File: src/design/bfca_pkg.sv
// ----------------------------------------------------------------------------
// bfca_pkg
// shared types, constants and codes of the bloom filter check/add block
// ----------------------------------------------------------------------------
package bfca_pkg;

  localparam int FILTER_BYTES  = 8192;
  localparam int MAX_KEY_BYTES = 32;
  localparam int MAX_PROBES    = 32;
  localparam int BYTE_AW       = $clog2(FILTER_BYTES);
  localparam int MAX_BITS      = FILTER_BYTES * 8;

  localparam logic [31:0] FIRST_SEED = 32'h9747b28c;
  localparam logic [31:0] MM_MUL     = 32'h5bd1e995;

  localparam logic [1:0] CMD_CHECK = 2'd0;
  localparam logic [1:0] CMD_ADD   = 2'd1;
  localparam logic [1:0] CMD_CLEAR = 2'd2;

  localparam logic [1:0] ST_ABSENT    = 2'd0;
  localparam logic [1:0] ST_PRESENT   = 2'd1;
  localparam logic [1:0] ST_NOT_READY = 2'd2;

  localparam logic [1:0] REG_ENABLE    = 2'd0;
  localparam logic [1:0] REG_BIT_COUNT = 2'd1;
  localparam logic [1:0] REG_HASH_CNT  = 2'd2;

  typedef enum logic [1:0] {
    JOB_DIRECT = 2'd0,
    JOB_CLEAR  = 2'd1,
    JOB_PROBE  = 2'd2
  } job_kind_t;

  typedef struct packed {
    job_kind_t   kind;
    logic        add;
    logic [1:0]  status;
    logic [31:0] a;
    logic [31:0] b;
  } job_t;

  typedef struct packed {
    logic [16:0] nbits;
    logic [5:0]  probes;
  } probe_cfg_t;

endpackage

File: src/design/bfca_jobq.sv
// ----------------------------------------------------------------------------
// bfca_jobq
// two entry queue of hashed jobs between the front and back ends
// ----------------------------------------------------------------------------
module bfca_jobq (
  input  logic          clk,
  input  logic          rst_n,
  input  logic          push,
  input  bfca_pkg::job_t push_job,
  output logic          full,
  input  logic          pop,
  output logic          avail,
  output bfca_pkg::job_t head_job
);
  import bfca_pkg::*;

  job_t       slot_r [2];
  logic       wptr_r, wptr_nxt;
  logic       rptr_r, rptr_nxt;
  logic [1:0] cnt_r, cnt_nxt;

  assign full     = (cnt_r == 2'd2);
  assign avail    = (cnt_r != 2'd0);
  assign head_job = slot_r[rptr_r];

  always_comb begin
    wptr_nxt = wptr_r;
    rptr_nxt = rptr_r;
    cnt_nxt  = cnt_r;
    if (push && !full) begin
      wptr_nxt = ~wptr_r;
    end
    if (pop && avail) begin
      rptr_nxt = ~rptr_r;
    end
    if ((push && !full) && !(pop && avail)) begin
      cnt_nxt = cnt_r + 2'd1;
    end else if (!(push && !full) && (pop && avail)) begin
      cnt_nxt = cnt_r - 2'd1;
    end
  end

  always_ff @(posedge clk) begin
    if (!rst_n) begin
      wptr_r <= 1'b0;
      rptr_r <= 1'b0;
      cnt_r  <= 2'd0;
    end else begin
      wptr_r <= wptr_nxt;
      rptr_r <= rptr_nxt;
      cnt_r  <= cnt_nxt;
    end
  end

  always_ff @(posedge clk) begin
    if (push && !full) begin
      slot_r[wptr_r] <= push_job;
    end
  end

endmodule

File: config.mk
export PLATFORM = sky130hd
export DESIGN_NAME = bfca_jobq
export DESIGN_NICKNAME = d
export VERILOG_FILES = /design/src/design/bfca_pkg.sv /design/src/design/bfca_jobq.sv
export SDC_FILE = /design/constraint.sdc
export NUM_CORES = 1
export LEC_CHECK = 0
export BUFFER_PORTS_ARGS = -buffer_cell sky130_fd_sc_hd__buf_2
export CORE_MARGIN = 2
export CORE_UTILIZATION = 30
export CTS_CLUSTER_SIZE = 8
export DETAILED_ROUTE_END_ITERATION = 10
export SLEW_MARGIN = 25
export SYNTH_ARGS = -nofsm -noshare
export SYNTH_HDL_FRONTEND = slang
export SYNTH_SLANG_ARGS = --single-unit
File: constraint.sdc
create_clock -name clk -period 3.7 [get_ports clk]
set_input_delay 0.37 -clock clk [delete_from_list [all_inputs] [get_ports clk]]
set_output_delay 0.37 -clock clk [all_outputs]
set_load 0.01 [all_outputs]
==> results.md, run 1 <==
* Clock Skews at 0.00484 ns
* Final hold vios at 0
* Largest net degree at the start of global routing at 70
* Starting utilization of the core area at 30.5%
* R2R setup slack at 1.88 ns
* All-Layer GR Usage at between 10% and 20%
* Post-Syn Area at roughly 5300 um^2
* Max IR drop VDD at 0.348 mV
* Post-CTS Repair Setup Buffers at 0
* Post-synthesis mux area share at 15.5%
* Final nets at ~470
* Die Y at around 140 um
* Largest family of logic cells by synthesized area: multiplexers
* Number of global-route vias before repair at 2835
* Mean Syn Cell Area at 21.9 um^2
* Root buffer cell: clkbuf_16
* Crit Path Class: reg -> out
* Max Cap Violations at 0
* Rel. slew slack at 50.6%
* Avg Vias per Cell at 4.19
* Crit-path max FO at 37
* Static Leakage at 2.56 nW
* Most common cell after layout, fill and taps aside: buf_2
* Setup TNS at 0 ns
* Die X at roughly 140 um
* Worst slew pin tran at 0.741 ns
* CTS hold repair buffers at 0
* CP Capture Type: primary output
* Initial antenna violation count at 0
* Final setup vio count at 0
* Yosys warns at 0
* Post-route ant nets at 0
* Data required time of the worst path at 3.33 ns
* Share of cells above drive strength 1 at 61.3%
* Row count at 48
* Die ar. at 18600 um^2
* Final HPWL DP at around 6 mm
* DR DRC count at 0
* DR vias at 2663
* Total core area at 17200 um^2
* Worst setup margin at 1.38 ns
* Critical path data arrival time at 1.95 ns
* Worst hold path type: in -> reg
* Yosys cell types at 23
* XOR/XNOR Fraction of Synth Area at 0.500%
* Placed Cells at 602
* Total grt overflow at 0
* Startpoint types: register
* Antenna diode count at 0
* Final period utilization at 62.6%
* Post-route design area at 6860 um^2
* Drt total wl at 9.68 mm
* First-pass GRT wire length at 14.3 mm
* Wirelength per Cell at 15.2 um
* Syn-to-layout area delta at 30.5%
* Maximum clock rate at between 400 and 500 MHz
* Placed cell areas at 6220 um^2
* Synth Instances at 240
* Sink Count at 143
* Clk_lat worst skew at 0.40 ns
* Synth Area in Compound Gates at less than 1%
* Most frequent cells in the layout: buf_2 (143), edfxtp_1 (138), mux2_2 (59)
* IO buf count at between 100 and 150
* Initial DRC count at 149
* Clk pin slew, worst setup/hold paths at approximately 0.06 ns
* Simple logic cell fraction of the synthesized area at 1.10%
* Final std cells w/o fill at approximately 640
* R2R depth at 4
* Net Count, Synth at 314
* CTS tree: yes
* Minimum hold slack at ~0.15 ns
* DP Worst Slack at ~1.6 ns
* Adder-Cell Fraction of Synth Area at less than 1%
* Worst R2R Start: cnt_r[0]
* Sequential fraction of the synthesis area at 80.8%
* H-Tree Level Count at 4
* Max-slew violations at 0
* Worst flop-to-flop path endpoint: slot_r[0][24]
* Post-CTS sizing at 0
* PwrDens at 718 nW/um^2
* RSZ-0062 raised after global routing: false
* GPL Wtd Cong at 0.649
* I/O pin count at 144
* Router iterations before antenna repair at 4
* Number of buffers created by CTS at 17
* Clock tree buffer depth at 2
* Status: finished, final reports clean
* Yosys reg bits at 143
* Worst setup endpoint: head_job[68]
* Min Tclk post-route at 2.32 ns
[metal layers]
layer	global-route usage, %	vias up	wire (um)
met4	3.82	0	106
met3	4.92	8	699
met5	0	-	0
met1	11.7	1298	4170
li1	-	1264	-
met2	17.3	93	4710
[cell families (layout without fill, tap and decap cells)]
family | Yosys count | count (layout)
adder cells (fa/ha/maj) | 1 | 1
buffers and inverters | 10 | 181
AND/OR/NAND/NOR | 9 | 9
multiplexers | 69 | 69
AO/OA/AOI/OAI | 5 | 5
XOR/XNOR | 3 | 3
flip-flops | 143 | 143
[through the flow]
stage | power [W] | util [%]
6_report | 0.00493 | 39.8
5_1_grt | 0.00517 | 39.8
4_1_cts | 0.00500 | 39.5
3_5_place_dp | 0.00328 | 36.1
3_3_place_gp | 0.00326 | 36.1
2_1_floorplan | 0.00287 | -
[worst min path at each step]
stage                       from            end  slack (ns)  cells past startpoint
CTS                 push_job[23]  slot_r[0][23]        0.12                      1
global placement        cnt_r[1]       cnt_r[1]        0.50                      2
global route        push_job[23]  slot_r[0][23]        0.12                      1
finish              push_job[26]  slot_r[1][26]        0.15                      1
detailed placement      cnt_r[1]       cnt_r[1]        0.53                      2
floorplan            push_job[0]   slot_r[0][0]        0.47                      0
[layout make-up]
cell class,instances,area [um^2]
flip-flops and latches,143,4250
inverters,2,7.51
repair buffers,147,771
clock inverters,15,169
fillers,1588,10400
multi-input cells,87,955
clock buffers,17,425
well taps,225,282
[cell usage after synthesis]
cell      count  share of area (%)
edfxtp_1    138                 79
mux2_2       59                 13
mux2_4       10                2.9
buf_2         5               0.48
dfxtp_1       5                1.9
and2_1        3               0.36
buf_6         3               0.64
xnor2_1       2               0.33
a21boi_0      1               0.14
a21boi_1      1               0.14
and3_1        1               0.12
ha_1          1               0.24
inv_1         1              0.071
inv_2         1              0.071
nand2b_1      1               0.12
nor2_1        1              0.071
nor3_2        1               0.19
o21a_1        1               0.14
o21ai_0       1              0.095
o21ai_1       1              0.095
or2_2         1               0.12
or3_1         1               0.12
xor2_1        1               0.17
[worst max-delay path: stages, from the launching register on]
cell and delay (ns):
dfxtp_4 0.68, buf_12 0.29, mux2_2 0.39, buf_2 0.14
[power breakdown]
| group | internal (W) | leakage (nW) | switching (W) |
|---|---|---|---|
| sequential | 0.00204 | 1.33 | 0.000111 |
| clock | 0.00106 | 0.290 | 0.000644 |
| combinational | 0.000541 | 0.941 | 0.000536 |
| total | 0.00364 | 2.56 | 0.00129 |
[registers in the layout, indices dropped and copies added, names as in the netlist, named ones only]
| register | count |
|---|---|
| slot_r | 138 |
| cnt_r | 2 |
| rptr_r | 1 |
| wptr_r | 1 |
Power figures use the tool's default switching activity.
==> run 2: changes to the inputs <==
- clock period: 3.7 -> 2 ns (I/O delays scaled with it)
==> run 2 against run 1 <==
Compared with the run above: clock power increased by 67%; critical endpoint is now head_job[0]; largest cell class unchanged; register-to-register slack got worse by 1.5 ns; clock skew increased by 0.0019 ns; clock-buffer cell count increased by 2; sequential cell count unchanged; critical path type unchanged.
==> results.md, run 2 (same netlist as run 1, synthesis figures left out) <==
* Wirelength per Cell at 14.6 um (was 15.2 um)
* Initial DRC count at 86 (was 149)
* Final std cells w/o fill at 706 (was 636)
* H-Tree Level Count at 4 (unchanged)
* Number of buffers created by CTS at 17 (unchanged)
* Max-slew violations at 0 (unchanged)
* Worst setup margin at 0.160 ns (was 1.38 ns)
* Worst hold path type: in -> reg (unchanged)
* PwrDens at 1190 nW/um^2 (was 718 nW/um^2)
* GPL Wtd Cong at 0.709 (was 0.649)
* Startpoint types: register (unchanged)
* Post-CTS sizing at 0 (unchanged)
* Crit-path max FO at 33 (was 37)
* Placed Cells at 606 (was 602)
* Status: finished, final reports clean (unchanged)
* All-Layer GR Usage at 11.4% (was 10.4%)
* Total core area at 17200 um^2 (unchanged)
* Largest net degree at the start of global routing at 37 (was 70)
* Data required time of the worst path at 1.80 ns (was 3.33 ns)
* Max Cap Violations at 0 (unchanged)
* DR DRC count at 0 (unchanged)
* Most common cell after layout, fill and taps aside: buf_2 (unchanged)
* Row count at 48 (unchanged)
* # fillers at 1549 (was 1588)
* Die X at 136 um (unchanged)
* Number of global-route vias before repair at 3260 (was 2835)
* Post-route ant nets at 0 (unchanged)
* Clock tree buffer depth at 2 (unchanged)
* IO buf count at 143 (unchanged)
* Final setup vio count at 0 (unchanged)
* DP Worst Slack at 0.375 ns (was 1.64 ns)
* Post-route design area at 7550 um^2 (was 6860 um^2)
* Post-CTS Repair Setup Buffers at 0 (unchanged)
* Max IR drop VDD at 0.644 mV (was 0.348 mV)
* CP peak stage delay at 0.45 ns (was 0.68 ns)
* Maximum clock rate at 544 MHz
* RSZ-0062 raised after global routing: false (unchanged)
* DR vias at 2978 (was 2663)
* Clk_lat worst skew at 0.41 ns (was 0.40 ns)
* Crit-path slowest cell: dfxtp_4 (unchanged)
* CP Capture Type: primary output (unchanged)
* Clk pin slew, worst setup/hold paths at 0.06 ns (about the same)
* Max reg flops at 138 (unchanged)
* Router iterations before antenna repair at 4 (unchanged)
* Clock Skews at 0.00672 ns (was 0.00484 ns)
* Min Tclk post-route at 1.84 ns
* Worst slew pin tran at 0.482 ns (was 0.741 ns)
* Total grt overflow at 0 (unchanged)
* First-pass GRT wire length at 15.9 mm (was 14.3 mm)
* Final hold vios at 0 (unchanged)
* I/O pin count at 144 (unchanged)
* Critical path data arrival time at 1.64 ns (was 1.95 ns)
* Share of cells above drive strength 1 at 52.6% (was 61.3%)
* Avg Vias per Cell at 4.22 (was 4.19)
* Initial antenna violation count at 0 (unchanged)
* Root buffer cell: clkbuf_16 (unchanged)
* Sink Count at 143 (unchanged)
* Rel. slew slack at 67.9% (was 50.6%)
* CP cell instances: buf_12 -> mux2_2 -> buf_2 (unchanged)
* Final HPWL DP at 6.43 mm (was 5.93 mm)
* Largest Register: slot_r (unchanged)
* Syn-to-layout area delta at 43.6% (was 30.5%)
* Antenna diode count at 0 (unchanged)
* Die ar. at 18600 um^2 (unchanged)
* Final nets at 543 (was 472)
* Final period utilization at 92.0%
* Top Registers: slot_r: 138 flops, cnt_r: 2 flops (unchanged)
* Setup TNS at 0 ns (unchanged)
* Placed cell areas at 6330 um^2 (was 6220 um^2)
* CTS tree: yes (unchanged)
* Crit Path Class: reg -> out (unchanged)
* Drt total wl at 10.3 mm (was 9.68 mm)
* Static Leakage at 2.84 nW (was 2.56 nW)
* CTS hold repair buffers at 69 (was 0)
* Starting utilization of the core area at 30.5% (unchanged)
* Most frequent cells in the layout: buf_2 (143), edfxtp_1 (138), dlygate4sd3_1 (69) (was buf_2 (143), edfxtp_1 (138), mux2_2 (59))
* Die Y at 136 um (unchanged)
## run 2: power by group
group          internal, W  switching (W)
clock              0.00169        0.00115
sequential         0.00377       0.000143
combinational      0.00115        0.00110
## run 2: through the flow
step	utilization (%)	hold WS, ns	power, W
floorplan	-	0.299	0.00533
finish	43.8	0.0516	0.00900
detailed placement	36.7	0.392	0.00617
global placement	36.7	0.387	0.00612
CTS	43.8	0.0237	0.00916
global route	43.8	0.0416	0.00946
## run 2: area by class of cell
type                    instances  area [um^2]  share of cell area, %
multi-input cells              87          962                   12.8
flip-flops and latches        143         4250                   56.3
well taps                     225          282                   3.73
inverters                       2         10.0                  0.133
repair buffers                218         1510                   20.1
clock buffers                  19          433                   5.74
clock inverters                12         96.3                   1.28
## run 2: worst max-delay path: cells and delay by family (launching register included)
kind / cells / cell delay, ns
buffers and inverters: 2 / 0.37
flip-flops: 1 / 0.45
multiplexers: 1 / 0.37
## run 2: metal layers
layer | global-route usage (%) | vias to the layer above | part of all wire [%]
li1 | - | 1405 | -
met1 | 12.3 | 1463 | 39
met2 | 19.8 | 95 | 53
met3 | 4.44 | 15 | 6.3
met4 | 5.27 | 0 | 1.6
met5 | 0 | - | 0
## run 2: final timing paths
kind,slack (ns),cells past startpoint,from,endpoint
min reg2reg,0.58,2,cnt_r[1],cnt_r[1]
min,0.05,2,rst_n,wptr_r
max reg2reg,0.38,4,cnt_r[0],slot_r[0][7]
max,0.16,3,register,head_job[0]
==> run 3: changes to the inputs <==
- CTS_BUF_LIST: default -> sky130_fd_sc_hd__clkbuf_2
- clock period: 2 -> 1.9 ns (I/O delays scaled with it)
==> run 3 against run 2 <==
Compared with the run above: the flow now finishes with violations (negative setup slack); first-iteration DRC count increased by 45%; clock-buffer cell count rose by 1; global-route usage decreased by 0.67 points; worst hold slack gained 0.18 ns; critical path type unchanged; largest cell class unchanged.
==> results.md, run 3 (same netlist as run 1, synthesis figures left out) <==
* Final hold vios at 0 (unchanged)
* Worst hold path type: in -> reg (unchanged)
* Clk pin slew, worst setup/hold paths at 0.20 ns (was 0.06 ns)
* Startpoint types: register (unchanged)
* Rel. slew slack at 71.3% (was 67.9%)
* Final nets at 550 (was 543)
* Die X at 136 um (unchanged)
* Most frequent cells in the layout: edfxtp_1 (138), buf_2 (126), dlygate4sd3_1 (73) (was buf_2 (143), edfxtp_1 (138), dlygate4sd3_1 (69))
* Root buffer cell: clkbuf_2 (was clkbuf_16)
* Status: finished, violations left (was finished, final reports clean)
* H-Tree Level Count at 4 (unchanged)
* Number of global-route vias before repair at 3146 (was 3260)
* First-pass GRT wire length at 14.9 mm (was 15.9 mm)
* Min Tclk post-route at 2.05 ns
* Placed cell areas at 6340 um^2 (was 6330 um^2)
* Largest Register: slot_r (unchanged)
* CP Capture Type: primary output (unchanged)
* Final setup vio count at 69 (was 0)
* # fillers at 1589 (was 1549)
* Crit Path Class: reg -> out (unchanged)
* Max IR drop VDD at 0.671 mV (was 0.644 mV)
* Worst slew pin tran at 0.430 ns (was 0.482 ns)
* DR vias at 3020 (was 2978)
* GPL Wtd Cong at 0.686 (was 0.709)
* Most common cell after layout, fill and taps aside: edfxtp_1 (was buf_2)
* Starting utilization of the core area at 30.5% (unchanged)
* Max-slew violations at 0 (unchanged)
* Avg Vias per Cell at 4.24 (was 4.22)
* DR DRC count at 0 (unchanged)
* PwrDens at 1110 nW/um^2 (was 1190 nW/um^2)
* Largest net degree at the start of global routing at 36 (was 37)
* Number of buffers created by CTS at 17 (unchanged)
* Failing checks: negative setup slack
* Register Area at 4250 um^2 (unchanged)
* Final HPWL DP at 6.24 mm (was 6.43 mm)
* All-Layer GR Usage at 10.8% (was 11.4%)
* Max Cap Violations at 0 (unchanged)
* Post-route design area at 7440 um^2 (was 7550 um^2)
* Total grt overflow at 0 (unchanged)
* Post-route ant nets at 0 (unchanged)
* Clk_lat worst skew at 0.66 ns (was 0.41 ns)
* Die ar. at 18600 um^2 (unchanged)
* Initial DRC count at 125 (was 86)
* Final period utilization at 108%
* Antenna diode count at 0 (unchanged)
* Maximum clock rate at between 400 and 500 MHz
* Wirelength per Cell at 14.6 um (about the same)
* Share of cells above drive strength 1 at 52.4% (was 52.6%)
* Row count at 48 (unchanged)
* Top Registers: slot_r: 138 flops, cnt_r: 2 flops (unchanged)
* CTS tree: yes (unchanged)
* Clock tree buffer depth at 2 (unchanged)
* Multi-input gate area at 988 um^2 (was 962 um^2)
* Core Util, Final at 43.2% (was 43.8%)
* Die Y at 136 um (unchanged)
* Crit-path max FO at 17 (was 33)
* Max reg flops at 138 (unchanged)
* Critical path data arrival time at 1.86 ns (was 1.64 ns)
* IO buf count at 143 (unchanged)
* Static Leakage at 2.82 nW (was 2.84 nW)
* Router iterations before antenna repair at 4 (unchanged)
* Data required time of the worst path at 1.71 ns (was 1.80 ns)
* Initial antenna violation count at 0 (unchanged)
* Drt total wl at 10.4 mm (was 10.3 mm)
* Worst setup margin at -0.152 ns (was 0.160 ns)
* Total core area at 17200 um^2 (unchanged)
* Syn-to-layout area delta at 41.6% (was 43.6%)
* I/O pin count at 144 (unchanged)
* Sink Count at 143 (unchanged)
* RSZ-0062 raised after global routing: true (was false)
* Clock Skews at 0.0239 ns (was 0.00672 ns)
## run 3: stage by stage
| step | cells | hold slack, ns | setup WS [ns] | TNS (ns) | power [W] |
|---|---|---|---|---|---|
| after global placement | 606 | 0.377 | 0.453 | 0 | 0.00645 |
| after detailed placement | 606 | 0.381 | 0.407 | 0 | 0.00650 |
| after CTS | 709 | 0.123 | -0.253 | -14.41 | 0.00819 |
| final | 712 | 0.227 | -0.152 | -6.93 | 0.00827 |
| after global routing | 712 | 0.120 | -0.288 | -16.86 | 0.00873 |
| after floorplan | 240 | 0.289 | -0.761 | -53.20 | 0.00561 |
## run 3: layer usage
layer	part of all wire [%]	GRT usage, %	up-vias
met5	0	0	-
met4	1.3	4.22	0
met3	5.3	4.29	10
met2	52	19.0	92
met1	41	11.5	1501
li1	-	-	1417
## run 3: layout make-up
cell class	count	share of cell area, %
Clock buffer	20	1.35
Sequential cell	143	57.1
Inverter	2	0.135
Timing Repair Buffer	225	23.3
Multi-Input combinational cell	87	13.3
Clock inverter	10	0.992
Tap cell	225	3.78
## run 3: final timing paths
path	startpoint	endpoint	slack, ns	cells past startpoint
worst min-delay path	push_job[22]	slot_r[1][22]	0.23	2
worst max register to register	cnt_r[1]	rptr_r	0.37	4
worst min register to register	cnt_r[1]	cnt_r[1]	0.58	2
worst max-delay path	register	head_job[14]	-0.15	4
## run 3: where the power goes
| part | internal, W | leakage (nW) | total (W) | switching (W) |
|---|---|---|---|---|
| Clock | 0.000447 | 0.122 | 0.00143 | 0.000985 |
| Combinational | 0.00149 | 1.36 | 0.00276 | 0.00126 |
| Sequential | 0.00396 | 1.33 | 0.00408 | 0.000128 |
## run 3: timing repair
action | CTS | global route
pin swaps | 0 | 0
setup endpoints to repair | 69 | 69
cloned | 0 | 2
buffers inserted | 0 | 1
endpoints found under the hold margin | 143 | 0
gates resized for setup | 11 | 14
hold buffers | 73 | 0
## run 3: worst max-delay path, cell delays in order, from the launching register on
cell	delay [ns]
dfxtp_4	0.42
buf_12	0.12
buf_12	0.15
mux2_2	0.36
buf_2	0.14
