File: config.mk
export PLATFORM = sky130hd
export DESIGN_NAME = bfca_front
export DESIGN_NICKNAME = d
export VERILOG_FILES = /design/src/design/bfca_pkg.sv /design/src/design/bfca_front.sv
export SDC_FILE = /design/constraint.sdc
export NUM_CORES = 1
export LEC_CHECK = 0
export CAP_MARGIN = 30
export CORE_ASPECT_RATIO = 0.8
export CORE_MARGIN = 2
export CORE_UTILIZATION = 59
export CTS_CLUSTER_DIAMETER = 150
export CTS_CLUSTER_SIZE = 30
export DETAILED_ROUTE_END_ITERATION = 8
export DONT_BUFFER_PORTS = 1
export HOLD_SLACK_MARGIN = 0.06
export PLACE_DENSITY = 0.87
export SYNTH_ARGS = -nofsm -noshare
export SYNTH_HDL_FRONTEND = slang
export SYNTH_SLANG_ARGS = --single-unit
File: constraint.sdc
create_clock -name clk -period 9.9 [get_ports clk]
set_clock_uncertainty 0.05 [all_clocks]
set_input_delay 0.495 -clock clk [delete_from_list [all_inputs] [get_ports clk]]
set_output_delay 0.495 -clock clk [all_outputs]
set_load 0.03 [all_outputs]
File: src/design/bfca_pkg.sv
// ----------------------------------------------------------------------------
// bfca_pkg
// shared types, constants and codes of the bloom filter check/add block
// ----------------------------------------------------------------------------
package bfca_pkg;

  localparam int FILTER_BYTES  = 8192;
  localparam int MAX_KEY_BYTES = 32;
  localparam int MAX_PROBES    = 32;
  localparam int BYTE_AW       = $clog2(FILTER_BYTES);
  localparam int MAX_BITS      = FILTER_BYTES * 8;

  localparam logic [31:0] FIRST_SEED = 32'h9747b28c;
  localparam logic [31:0] MM_MUL     = 32'h5bd1e995;

  localparam logic [1:0] CMD_CHECK = 2'd0;
  localparam logic [1:0] CMD_ADD   = 2'd1;
  localparam logic [1:0] CMD_CLEAR = 2'd2;

  localparam logic [1:0] ST_ABSENT    = 2'd0;
  localparam logic [1:0] ST_PRESENT   = 2'd1;
  localparam logic [1:0] ST_NOT_READY = 2'd2;

  localparam logic [1:0] REG_ENABLE    = 2'd0;
  localparam logic [1:0] REG_BIT_COUNT = 2'd1;
  localparam logic [1:0] REG_HASH_CNT  = 2'd2;

  typedef enum logic [1:0] {
    JOB_DIRECT = 2'd0,
    JOB_CLEAR  = 2'd1,
    JOB_PROBE  = 2'd2
  } job_kind_t;

  typedef struct packed {
    job_kind_t   kind;
    logic        add;
    logic [1:0]  status;
    logic [31:0] a;
    logic [31:0] b;
  } job_t;

  typedef struct packed {
    logic [16:0] nbits;
    logic [5:0]  probes;
  } probe_cfg_t;

endpackage

File: src/design/bfca_front.sv
// ----------------------------------------------------------------------------
// bfca_front
// takes requests, sorts out direct answers and runs both murmurhash2 passes
// ----------------------------------------------------------------------------
module bfca_front (
  input  logic           clk,
  input  logic           rst_n,
  input  logic           enabled,
  input  logic           start,
  output logic           busy,
  input  logic [1:0]     command,
  input  logic [255:0]   key,
  input  logic [5:0]     key_length,
  output logic           job_push,
  output bfca_pkg::job_t job,
  input  logic           job_full
);
  import bfca_pkg::*;

  typedef enum logic [6:0] {
    F_IDLE = 7'b0000001,
    F_K1   = 7'b0000010,
    F_K2   = 7'b0000100,
    F_H    = 7'b0001000,
    F_TAIL = 7'b0010000,
    F_FIN  = 7'b0100000,
    F_PUSH = 7'b1000000
  } fstate_t;

  fstate_t      state_r, state_nxt;
  logic [255:0] key_r;
  logic [5:0]   len_r;
  logic [3:0]   nwords_r;
  logic [1:0]   tail_r;
  logic [3:0]   w_r, w_nxt;
  logic         pass_r, pass_nxt;
  logic [31:0]  k_r, k_nxt;
  logic [31:0]  h_r, h_nxt;
  job_t         job_r, job_nxt;

  logic [31:0]  word;
  logic [31:0]  tail_word;
  logic [31:0]  mul_op;
  logic [31:0]  prod;
  logic [31:0]  hfinal;
  logic [5:0]   len_sat;
  logic [3:0]   w_inc;

  assign word    = key_r[{w_r[2:0], 5'd0} +: 32];
  assign len_sat = (key_length > 6'(MAX_KEY_BYTES)) ? 6'(MAX_KEY_BYTES) : key_length;
  assign w_inc   = w_r + 4'd1;
  assign prod    = mul_op * MM_MUL;
  assign hfinal  = prod ^ (prod >> 15);

  always_comb begin
    unique case (tail_r)
      2'd1:    tail_word = word & 32'h0000_00ff;
      2'd2:    tail_word = word & 32'h0000_ffff;
      2'd3:    tail_word = word & 32'h00ff_ffff;
      default: tail_word = 32'd0;
    endcase
  end

  // one shared multiplier, the other operand is always the murmur constant
  always_comb begin
    unique case (state_r)
      F_K1:    mul_op = word;
      F_K2:    mul_op = k_r ^ (k_r >> 24);
      F_H:     mul_op = h_r;
      F_TAIL:  mul_op = h_r ^ tail_word;
      F_FIN:   mul_op = h_r ^ (h_r >> 13);
      default: mul_op = 32'd0;
    endcase
  end

  function automatic fstate_t first_step(input logic [3:0] nw, input logic [1:0] tl);
    fstate_t s;
    if (nw != 4'd0) begin
      s = F_K1;
    end else if (tl != 2'd0) begin
      s = F_TAIL;
    end else begin
      s = F_FIN;
    end
    return s;
  endfunction

  always_comb begin
    state_nxt = state_r;
    w_nxt     = w_r;
    pass_nxt  = pass_r;
    k_nxt     = k_r;
    h_nxt     = h_r;
    job_nxt   = job_r;
    unique case (state_r)
      F_IDLE: begin
        if (start) begin
          job_nxt.add    = (command == CMD_ADD);
          job_nxt.status = ST_ABSENT;
          job_nxt.a      = 32'd0;
          job_nxt.b      = 32'd0;
          w_nxt          = 4'd0;
          pass_nxt       = 1'b0;
          h_nxt          = FIRST_SEED ^ {26'd0, len_sat};
          if (!enabled) begin
            job_nxt.kind   = JOB_DIRECT;
            job_nxt.status = ST_NOT_READY;
            state_nxt      = F_PUSH;
          end else if (command == CMD_CLEAR) begin
            job_nxt.kind = JOB_CLEAR;
            state_nxt    = F_PUSH;
          end else if (command == CMD_CHECK || command == CMD_ADD) begin
            job_nxt.kind = JOB_PROBE;
            state_nxt    = first_step(len_sat[5:2], len_sat[1:0]);
          end else begin
            // reserved command
            job_nxt.kind = JOB_DIRECT;
            state_nxt    = F_PUSH;
          end
        end
      end
      F_K1: begin
        k_nxt     = prod;
        state_nxt = F_K2;
      end
      F_K2: begin
        k_nxt     = prod;
        state_nxt = F_H;
      end
      F_H: begin
        h_nxt = prod ^ k_r;
        w_nxt = w_inc;
        if (w_inc < nwords_r) begin
          state_nxt = F_K1;
        end else if (tail_r != 2'd0) begin
          state_nxt = F_TAIL;
        end else begin
          state_nxt = F_FIN;
        end
      end
      F_TAIL: begin
        h_nxt     = prod;
        state_nxt = F_FIN;
      end
      F_FIN: begin
        if (!pass_r) begin
          job_nxt.a = hfinal;
          h_nxt     = hfinal ^ {26'd0, len_r};
          w_nxt     = 4'd0;
          pass_nxt  = 1'b1;
          state_nxt = first_step(nwords_r, tail_r);
        end else begin
          job_nxt.b = hfinal;
          state_nxt = F_PUSH;
        end
      end
      F_PUSH: begin
        if (!job_full) begin
          state_nxt = F_IDLE;
        end
      end
      default: state_nxt = F_IDLE;
    endcase
  end

  always_ff @(posedge clk) begin
    if (!rst_n) begin
      state_r <= F_IDLE;
    end else begin
      state_r <= state_nxt;
    end
  end

  always_ff @(posedge clk) begin
    if (state_r == F_IDLE && start) begin
      key_r    <= key;
      len_r    <= len_sat;
      nwords_r <= len_sat[5:2];
      tail_r   <= len_sat[1:0];
    end
    w_r    <= w_nxt;
    pass_r <= pass_nxt;
    k_r    <= k_nxt;
    h_r    <= h_nxt;
    job_r  <= job_nxt;
  end

  assign busy     = (state_r != F_IDLE);
  assign job_push = (state_r == F_PUSH) && !job_full;
  assign job      = job_r;

  property p_push_from_idle;
    @(posedge clk) disable iff (!rst_n)
      job_push |=> (state_r == F_IDLE);
  endproperty
  a_push_from_idle: assert property (p_push_from_idle)
    else $error("front did not return to idle after push");

  property p_no_start_busy;
    @(posedge clk) disable iff (!rst_n)
      (state_r == F_FIN && pass_r) |=> (state_r == F_PUSH);
  endproperty
  a_no_start_busy: assert property (p_no_start_busy)
    else $error("second hash pass did not lead to push");

  property p_word_bound;
    @(posedge clk) disable iff (!rst_n)
      (state_r == F_K1) |-> (w_r < nwords_r);
  endproperty
  a_word_bound: assert property (p_word_bound)
    else $error("word index past key length");

endmodule

==> summary.txt, run 1 <==
Status
  – Outcome: stopped before the end
  – Stage reached: 5_1_grt
  – Err: [ERROR GRT-0232] Routing congestion too high. Check the congestion heatmap in the GUI.

Global route
  – Total grt overflow: 6
  – GRT Total Usage: 67.92%
  – Pin count of the biggest net entering global routing: 109
  – Antenna violations before repair: 21

Synthesis
  – FFs w/ async S/R, synth: 0%
  – Register area share after synthesis: between 40% and 50%
  – Post-Syn Area per Cell: between 10 and 15 um^2
  – Synth Register Bits: 406
  – Yosys warning total: 0
  – Syn nets: between 2000 and 3000
  – Cell variety after synth: 83
  – Number of synthesized flops with an enable pin: 399
  – Ys flop type: edfxtp_1
  – Post-synthesis instance total: about 2000
  – Mapped Area: approximately 26000 um^2

Timing
  – Worst setup endpoint GRT: h_r[12]$_DFFE_PP_/D
  – Worst End Pin Type: register data pin

Clock tree
  – Total CTS buffers: 17
  – Maximum level of the CTS H-tree: 1
  – Post-CTS setup buffer count: 0
  – Clk root buf: clkbuf_16
  – Clock buffer depth: 3
  – Clk sink count: 406

Place
  – Routability cong.: approximately 0.99
  – Port bufs: 0
  – DP Area: 27130 um^2
  – Placed cells: 2526
  – Dpl hpwl: 53700 um

Floorplanning
  – Row count: 68
  – Top Ports: 340
  – Die H: ~190 um
  – Initial core utilization: 60.17%
  – DIE WIDTH: between 200 and 250 um
==> cell families after synthesis <==
family	synth area share, %
other	0.01436
xor gates and xnor gates	4.510
buffers and inverters	6.130
adders and majority gates	24.42
muxes	7.107
DFF	46.43
and+or+nand+nor	4.591
AOI/OAI and AO/OA	6.796
==> repair_timing <==
item,in CTS
hold buffers,258
gates resized for setup,0
endpoints found under the hold margin,259
==> metal layers <==
layer  track usage (%)  overflow
met1             64.42         2
met2             78.58         1
met3             63.75         0
met4             63.97         3
met5             51.95         0
==> cells in the mapped netlist, types with 5 or more instances <==
cell type,number,share of area [%]
edfxtp_1,399,46
inv_1,360,5.2
ha_1,220,11
fa_1,181,14
nor2_1,80,1.2
xnor2_1,72,2.4
o21ai_0,69,1.3
nand2_1,66,0.95
a21oi_1,59,1.1
mux4_2,59,5.1
xor2_1,41,1.4
mux2i_1,28,1.1
clkbuf_1,27,0.39
nor2b_1,18,0.43
a22oi_1,15,0.43
a221oi_1,13,0.44
and2_1,13,0.31
nor3b_1,13,0.37
nand3_1,12,0.23
a21o_1,11,0.32
a211oi_1,10,0.29
buf_2,10,0.19
o211ai_1,10,0.29
buf_1,9,0.13
mux2_2,9,0.39
o21ai_1,9,0.17
and3_1,8,0.19
nand2b_1,8,0.19
dfxtp_1,7,0.54
o21bai_1,7,0.20
a221o_1,5,0.19
a22o_1,5,0.17
mux4_1,5,0.50
nor3_1,5,0.096
o21a_1,5,0.14
o221ai_1,5,0.17
o22ai_1,5,0.12
==> stage by stage <==
stage	hold WS [ns]	setup WS, ns
after floorplan	0.5212	0.5847
after global placement	0.5316	0.9606
after detailed placement	0.5439	0.6752
after CTS	0.06631	0.6726
==> run 2: changes to the inputs <==
CORE_ASPECT_RATIO = default   (was 0.8)
CORE_UTILIZATION = 40   (was 59)
CTS_CLUSTER_DIAMETER = default   (was 150)
CTS_CLUSTER_SIZE = default   (was 30)
HOLD_SLACK_MARGIN = default   (was 0.06)
PLACE_DENSITY = default   (was 0.87)
PLACE_DENSITY_LB_ADDON = 0.15   (was default)
clock period = 12.87 ns   (was 9.9 ns; I/O delays follow)
==> run 2 against run 1 <==
  * The run now ends clean
  * Area after synthesis did not move
  * Synthesized cell count did not move
==> summary.txt, run 2 <==
Status
  – Outcome: complete, no violations

Synthesis
  – Synth Register Bits: 406 (unchanged)
  – Synth top area share: 45.89% (unchanged)
  – FFs w/ async S/R, synth: 0% (unchanged)
  – Most frequent cell after synthesis: edfxtp_1
  – Most frequent cells after synthesis: 399 x edfxtp_1, 360 x inv_1, 220 x ha_1, 181 x fa_1, 80 x nor2_1
  – Syn nets: 2625 (unchanged)
  – Synth area leader: edfxtp_1
  – Cell variety after synth: 83 (unchanged)
  – Ys flop type: edfxtp_1
  – Post-synthesis instance total: 1955 (unchanged)
  – Yosys warning total: 0 (unchanged)
  – Post-Syn Area per Cell: 13.35 um^2 (unchanged)
  – Number of synthesized flops with an enable pin: 399 (unchanged)
  – Mapped Area: 26110 um^2 (unchanged)
  – Register area share after synthesis: 46.43% (unchanged)
  – Synth area leaders: edfxtp_1 46%, fa_1 14%, ha_1 11%, inv_1 5.2%, mux4_2 5.1%

Clock tree
  – Clock latency on the worst-skew pair: 0.60 ns
  – CTS clk-pin slew, worst paths: around 0.060 ns
  – Post-CTS setup buffer count: 0 (unchanged)
  – TritonCTS clock tree: yes
  – Clock buffer depth: 3 (unchanged)
  – Post-CTS sizing: 0 (unchanged)
  – Total CTS buffers: 47 (+30)
  – Clk sink count: 406 (unchanged)
  – Clk root buf: clkbuf_16
  – Maximum level of the CTS H-tree: 2 (+1)
  – # hold bufs at CTS: 0 (-100%)

Detailed routing
  – Drc violations: 0
  – Vias per cell: 5.343
  – Top Layer Used: met5
  – Initial drt markers: 1050
  – Total wire length: 71620 um
  – Number of vias in the routed layout: ~15000
  – Met2 wire len: 36280 um
  – Met3 wire len: 4629 um
  – Routed len/inst: approximately 25 um
  – Met1 Wirelength: ~29000 um
  – First-pass detailed-route iteration total: 5
  – ANT nets after route: 0

Critical path
  – Crit path kind: register to register
  – Critical path endpoint: h_r[26]
  – Largest delay share family, worst path: adder cells
  – Crit path launch type: register
  – CP peak stage delay: 0.88 ns
  – CP arrival: 10.41 ns
  – Reg2Reg Depth: 30
  – Critical Path Most Common Cell: fa_1
  – Critical path's slowest cell: edfxtp_1
  – Stages on worst setup path: 30
  – R2R Setup Slk: 2.73 ns
  – CP endpoint kind: register
  – WP buf/inv: 6
  – Worst Setup SP: w_r[0]
  – Reg-to-reg critical path startpoint: w_r[0]
  – Max FO, Critical Path: 14
  – WP data required: ~13 ns
  – Worst r2r dst: h_r[26]

Global route
  – Pin count of the biggest net entering global routing: 122
  – Global-route wire length before repair: 106700 um
  – Vias in the first global route: approximately 17000
  – GRT Total Usage: 21.61%
  – Antenna violations before repair: 3
  – Total grt overflow: 0

Place
  – Pre-CTS setup slack: 2.618 ns (+1.943 ns)
  – Dpl hpwl: 55340 um (+3.0%)
  – Port bufs: 0 (unchanged)
  – Routability cong.: 0.8977 (-9.3%)

Power and ir drop
  – Psw: 1695 uW
  – Sw frac: 34.73%
  – Pleak: 0.01215 uW
  – Internal power: approximately 3200 uW
  – Cell Pwr Density: roughly 170 nW/um^2
  – Clk network pwr share: 28.3%
  – Sequential power share: ~41%
  – Logic pwr share: 31.1%
  – Maximum VDD drop: 0.0002001 V

Timing
  – RSZ-0062 raised after global routing: false
  – Fin crit period: roughly 10 ns
  – Post-route setup slack: 2.734 ns
  – Total Neg Setup Slack: 0 ns
  – Final Cycle Share: approximately four fifths
  – FMAX: ~99 MHz
  – Fin. Hold Viols: 0
  – Slew Limit Fails: 0
  – Slew @ Worst Pin: 1.023 ns
  – Max-slew headroom: 31.62%
  – Setup Viol. Count Final: 0
  – Final hold slack: roughly 0.085 ns

Floorplanning
  – Die H: 259.5 um (+35%)
  – Core area: roughly 64000 um^2
  – DIE WIDTH: 259.5 um (+8.5%)
  – Initial core utilization: 40.50% (-20 points)
  – Top Ports: 340 (unchanged)
  – Row count: 93 (+37%)
  – DIE AREA: 67330 um^2

Final layout
  – Core Util, Final: 45.05%
  – Commonest non-fill, non-tap cell in the layout: edfxtp_1
  – Number of nets in the layout: around 2700
  – Largest reg by FF count: key_r
  – Number of flip-flops in the largest register: 256
  – Area Growth Syn to Fin: 11.23%
  – Most frequent cells in the layout: 399 x edfxtp_1, 359 x inv_1, 220 x ha_1
  – Share of cells above drive strength 1: between 10% and 20%

Min path
  – Hold Crit Class: input pin to register

Flow run
  – Max-cap violations: 0
## run 2: cell counts after synthesis
Identical to the previous run, type by type.
## run 2: metal layers
| layer | vias up | GRT usage [%] |
|---|---|---|
| met5 | - | 0 |
| met4 | 2 | 6.450 |
| met3 | 93 | 4.218 |
| met2 | 494 | 37.56 |
| met1 | 7909 | 27.29 |
| li1 | 6970 | - |
## run 2: worst reg2reg max path, delay by kind of cell, from the launching register on
kind,cells,cell delay [ns]
AO/OA/AOI/OAI,7,2.41
XOR/XNOR,1,0.17
adder cells (fa/ha/maj),9,3.94
buffers and inverters,6,0.98
flip-flops,1,0.88
multiplexers,3,1.06
AND/OR/NAND/NOR,4,0.34
## run 2: area by class of cell
cell class | instances | area [um^2]
repair buffers | 47 | 416.7
fillers | 5831 | 35430
clock buffers | 54 | 1202
multi-input cells | 1135 | 12450
well taps | 855 | 1070
diodes | 2 | 5.005
clock inverters | 34 | 410.4
flip-flops and latches | 406 | 12120
inverters | 362 | 1366
## run 2: worst min-delay path by stage
stage	endpoint	cells past startpoint	slack, ns	startpoint
CTS	state_r[0]	1	0.05	rst_n
global placement	h_r[21]	2	0.60	k_r[21]
finish	key_r[123]	0	0.08	key[123]
floorplan	state_r[3]	2	0.53	state_r[2]
detailed placement	h_r[19]	2	0.62	k_r[19]
global route	key_r[114]	0	0.05	key[114]
## run 2: power by group through the flow
stage               logic [uW]  clock network, uW  registers, uW
floorplan                 1040                  0           2000
CTS                       1530               1410           1990
global placement          1480                  0           2010
finish                    1520               1380           1990
global route              1660               1470           2010
detailed placement        1520                  0           2020
## run 2: logic make-up (layout without fill, tap and decap cells)
family / Yosys count / after routing / share of synthesized area, %
xor gates and xnor gates: 122 / 122 / 4.510
adders and majority gates: 401 / 401 / 24.42
AOI/OAI and AO/OA: 266 / 266 / 6.796
DFF: 406 / 406 / 46.43
and+or+nand+nor: 243 / 243 / 4.591
buffers and inverters: 414 / 497 / 6.130
muxes: 102 / 102 / 7.107
other: 1 / 3 / 0.01436
## run 2: stage by stage
| step | instances | cell area, um^2 | total power, uW |
|---|---|---|---|
| detailed placement | 2804 | 27390 | 3536 |
| finish | 2895 | 29040 | 4881 |
| CTS | 2892 | 29010 | 4931 |
| floorplan | 1955 | 26110 | 3041 |
| global route | 2893 | 29030 | 5129 |
| global placement | 2798 | 27320 | 3495 |
No activity file was read; power rests on OpenSTA's default activity.
==> run 3: changes to the inputs <==
ABC_AREA = 1   (was default)
clock period = 10.6 ns   (was 12.87 ns; I/O delays follow)
==> run 3 against run 2 <==
  * Die area rose by 3.3%
  * Combinational power is 22% lower
  * Setup slack got worse by 1.7 ns
  * Worst hold slack got worse by 0.016 ns
  * Sequential power up 16%
  * Synthesized cell count is 36% higher
  * Non-clock buffer count up 280
  * Utilization rose by 3.4 points
  * Cell area rose by 12%
  * Via count up 33%
==> summary.txt, run 3 <==
Global route
  – GRT Total Usage: 24.43% (+2.8 points)
  – Global-route wire length before repair: 127900 um (+20%)
  – Antenna violations before repair: 3 (unchanged)
  – Pin count of the biggest net entering global routing: 173 (+42%)
  – Total grt overflow: 0 (unchanged)
  – Vias in the first global route: 20930 (+26%)

Place
  – DP Area: 28300 um^2 (+3.3%)
  – Port bufs: 0 (unchanged)
  – Routability cong.: 0.9118 (+1.6%)
  – Dpl hpwl: 64230 um (+16%)

Critical path
  – Reg-to-reg critical path startpoint: w_r[0]
  – Critical path's slowest cell: buf_4
  – CP arrival: 9.95 ns (-0.46 ns)
  – CP peak stage delay: 0.65 ns (-0.23 ns)
  – Worst r2r dst: job[48]
  – Crit path kind: register to register
  – Worst Setup SP: w_r[0]
  – Critical path endpoint: job[48]
  – Max FO, Critical Path: 68 (+54)
  – Reg2Reg Depth: 38 (+27%)
  – WP data required: 10.99 ns (-2.15 ns)
  – Crit path launch type: register
  – R2R Setup Slk: 1.04 ns (-1.69 ns)
  – CP endpoint kind: register
  – Critical Path Most Common Cell: fa_1

Detailed routing
  – ANT nets after route: 0 (unchanged)
  – Total wire length: 85580 um (+19%)
  – Number of vias in the routed layout: 20510 (+33%)
  – Vias per cell: 5.309 (-0.64%)
  – Initial drt markers: 1879 (+79%)
  – Drc violations: 0 (unchanged)
  – Routed len/inst: 22.15 um (-10%)
  – First-pass detailed-route iteration total: 5 (unchanged)

Floorplanning
  – Die H: 263.7 um (+1.6%)
  – DIE AREA: 69520 um^2 (+3.3%)
  – Core area: 66920 um^2 (+3.8%)
  – Top Ports: 340 (unchanged)
  – Row count: 95 (+2.2%)
  – Initial core utilization: 40.30% (-0.19 points)
  – DIE WIDTH: 263.7 um (+1.6%)

Synthesis
  – Mapped Area: 26970 um^2 (+3.3%)
  – Most frequent cells after synthesis: 554 x inv_1, 399 x edfxtp_1, 335 x nand2_1, 246 x nor2_1, 220 x ha_1
  – Syn nets: 3328 (+27%)
  – Most frequent cell after synthesis: inv_1
  – Synth area leader: edfxtp_1
  – Ys flop type: edfxtp_1
  – Synth area leaders: edfxtp_1 44%, fa_1 13%, ha_1 10%, inv_1 7.7%, nand2_1 4.7%
  – Number of synthesized flops with an enable pin: 399 (unchanged)
  – Register area share after synthesis: 44.94% (-1.5 points)
  – Post-Syn Area per Cell: 10.15 um^2 (-24%)
  – Yosys warning total: 0 (unchanged)
  – Synth top area share: 44.42% (-1.5 points)
  – Synth Register Bits: 406 (unchanged)
  – Cell variety after synth: 54 (-35%)
  – Post-synthesis instance total: 2658 (+36%)
  – FFs w/ async S/R, synth: 0% (unchanged)

Clock tree
  – Post-CTS sizing: 0 (unchanged)
  – TritonCTS clock tree: yes
  – Clock latency on the worst-skew pair: 0.61 ns (about the same)
  – Clock buffer depth: 3 (unchanged)
  – Total CTS buffers: 45 (-4.3%)
  – Clk sink count: 406 (unchanged)
  – CTS clk-pin slew, worst paths: 0.07 ns (about the same)
  – Maximum level of the CTS H-tree: 2 (unchanged)
  – Post-CTS setup buffer count: 0 (unchanged)
  – Clk root buf: clkbuf_16

Timing
  – Max-slew headroom: 35.60% (+4.0 points)
  – Setup Viol. Count Final: 0 (unchanged)
  – Slew @ Worst Pin: 0.9626 ns (-0.06015 ns)
  – Fin crit period: 9.560 ns (-0.5763 ns)
  – FMAX: 104.6 MHz (+6.0%)
  – Total Neg Setup Slack: 0 ns (unchanged)
  – Slew Limit Fails: 0 (unchanged)
  – RSZ-0062 raised after global routing: false
  – Fin. Hold Viols: 0 (unchanged)
  – Final Cycle Share: 90.19% (+11 points)

Final layout
  – Number of nets in the layout: 3625 (+36%)
  – Largest reg by FF count: key_r
  – Commonest non-fill, non-tap cell in the layout: inv_1
  – FILL cells: 6030 (+3.4%)
  – Number of flip-flops in the largest register: 256 (unchanged)
  – Most frequent cells in the layout: 553 x inv_1, 399 x edfxtp_1, 334 x nand2_1
  – Share of cells above drive strength 1: 6.426% (-4.4 points)
  – Core Util, Final: 48.49% (+3.4 points)
  – Final instance area: 32450 um^2 (+12%)
  – Area Growth Syn to Fin: 20.32%

Power and ir drop
  – Cell Pwr Density: 158.8 nW/um^2 (-5.5%)
  – Maximum VDD drop: 0.0001524 V (-24%)
  – Pleak: 0.01481 uW (+22%)

Flow run
  – Max-cap violations: 0 (unchanged)

Min path
  – Hold Crit Class: input pin to register

Status
  – Outcome: complete, no violations
## run 3: cell count changes after synthesis, sizes merged, moves of 21 or more
cell | before | now
o21ai | 78 | 209
nand3 | 12 | 137
xnor2 | 75 | 23
o221ai | 6 | 50
xor2 | 41 | 20
mux2i | 29 | 0
nor2 | 80 | 250
nand2 | 70 | 344
inv | 361 | 565
clkbuf | 27 | 49
mux4 | 64 | 0
## run 3: logic make-up after synthesis
family | Yosys count | synth area share, %
and+or+nand+nor | 788 | 12.44
buffers and inverters | 644 | 9.194
DFF | 406 | 44.94
adders and majority gates | 401 | 23.64
AOI/OAI and AO/OA | 375 | 8.373
xor gates and xnor gates | 43 | 1.396
other | 1 | 0.01390
## run 3: critical path: cells and delay by family (launching register included)
family / cells / cell delay, ns
buffers and inverters: 11 / 2.25
AOI/OAI and AO/OA: 5 / 0.80
adders and majority gates: 9 / 4.10
and+or+nand+nor: 13 / 1.77
DFF: 1 / 0.39
## run 3: cell type report
| cell class | count | area (um^2) | area share (%) |
|---|---|---|---|
| Inverter | 567 | 2133 | 6.574 |
| Tap cell | 873 | 1092 | 3.366 |
| Multi-Input combinational cell | 1608 | 12410 | 38.24 |
| Antenna cell | 3 | 7.507 | 0.02313 |
| Clock buffer | 51 | 1149 | 3.539 |
| Clock inverter | 29 | 384.1 | 1.184 |
| Sequential cell | 406 | 12120 | 37.35 |
| Timing Repair Buffer | 327 | 3156 | 9.724 |
## run 3: metal layers
layer	wire [um]	GRT usage, %
met1	36470	33.49
met2	39890	39.76
met3	7205	5.136
met4	2010	5.792
met5	0	0
## run 3: worst min path at each step
stage	depth (start not counted)	start	endpoint	slack [ns]
finish	1	command[1]	job[66]	0.07
detailed placement	2	k_r[23]	h_r[23]	0.54
global route	1	command[1]	job[66]	0.06
floorplan	2	k_r[20]	h_r[20]	0.50
global placement	2	k_r[20]	h_r[20]	0.52
CTS	1	command[1]	job[66]	0.05
## run 3: report_power, final
| part | leakage [uW] | internal (uW) | total, uW | switching [uW] |
|---|---|---|---|---|
| registers | 0.00383 | 2080 | 2310 | 235 |
| clock network | 0.000745 | 960 | 1650 | 686 |
| logic | 0.0102 | 363 | 1190 | 832 |
| total | 0.0148 | 3400 | 5150 | 1750 |
## run 3: per-stage QoR
step | total power (uW) | hold WS, ns | instances | setup slack (ns)
final | 5155 | 0.06882 | 3864 | 1.040
after detailed placement | 3437 | 0.5360 | 3522 | 1.076
after global placement | 3417 | 0.5174 | 3518 | 1.070
after global routing | 5371 | 0.06357 | 3862 | 0.3452
after floorplan | 3035 | 0.5001 | 2658 | 1.523
after CTS | 5151 | 0.05333 | 3860 | 1.018
## run 3: timing repair
action                                  CTS  global route
endpoints found under the hold margin   259             0
endpoints found under the setup margin    0             0
hold buffers                            258             0
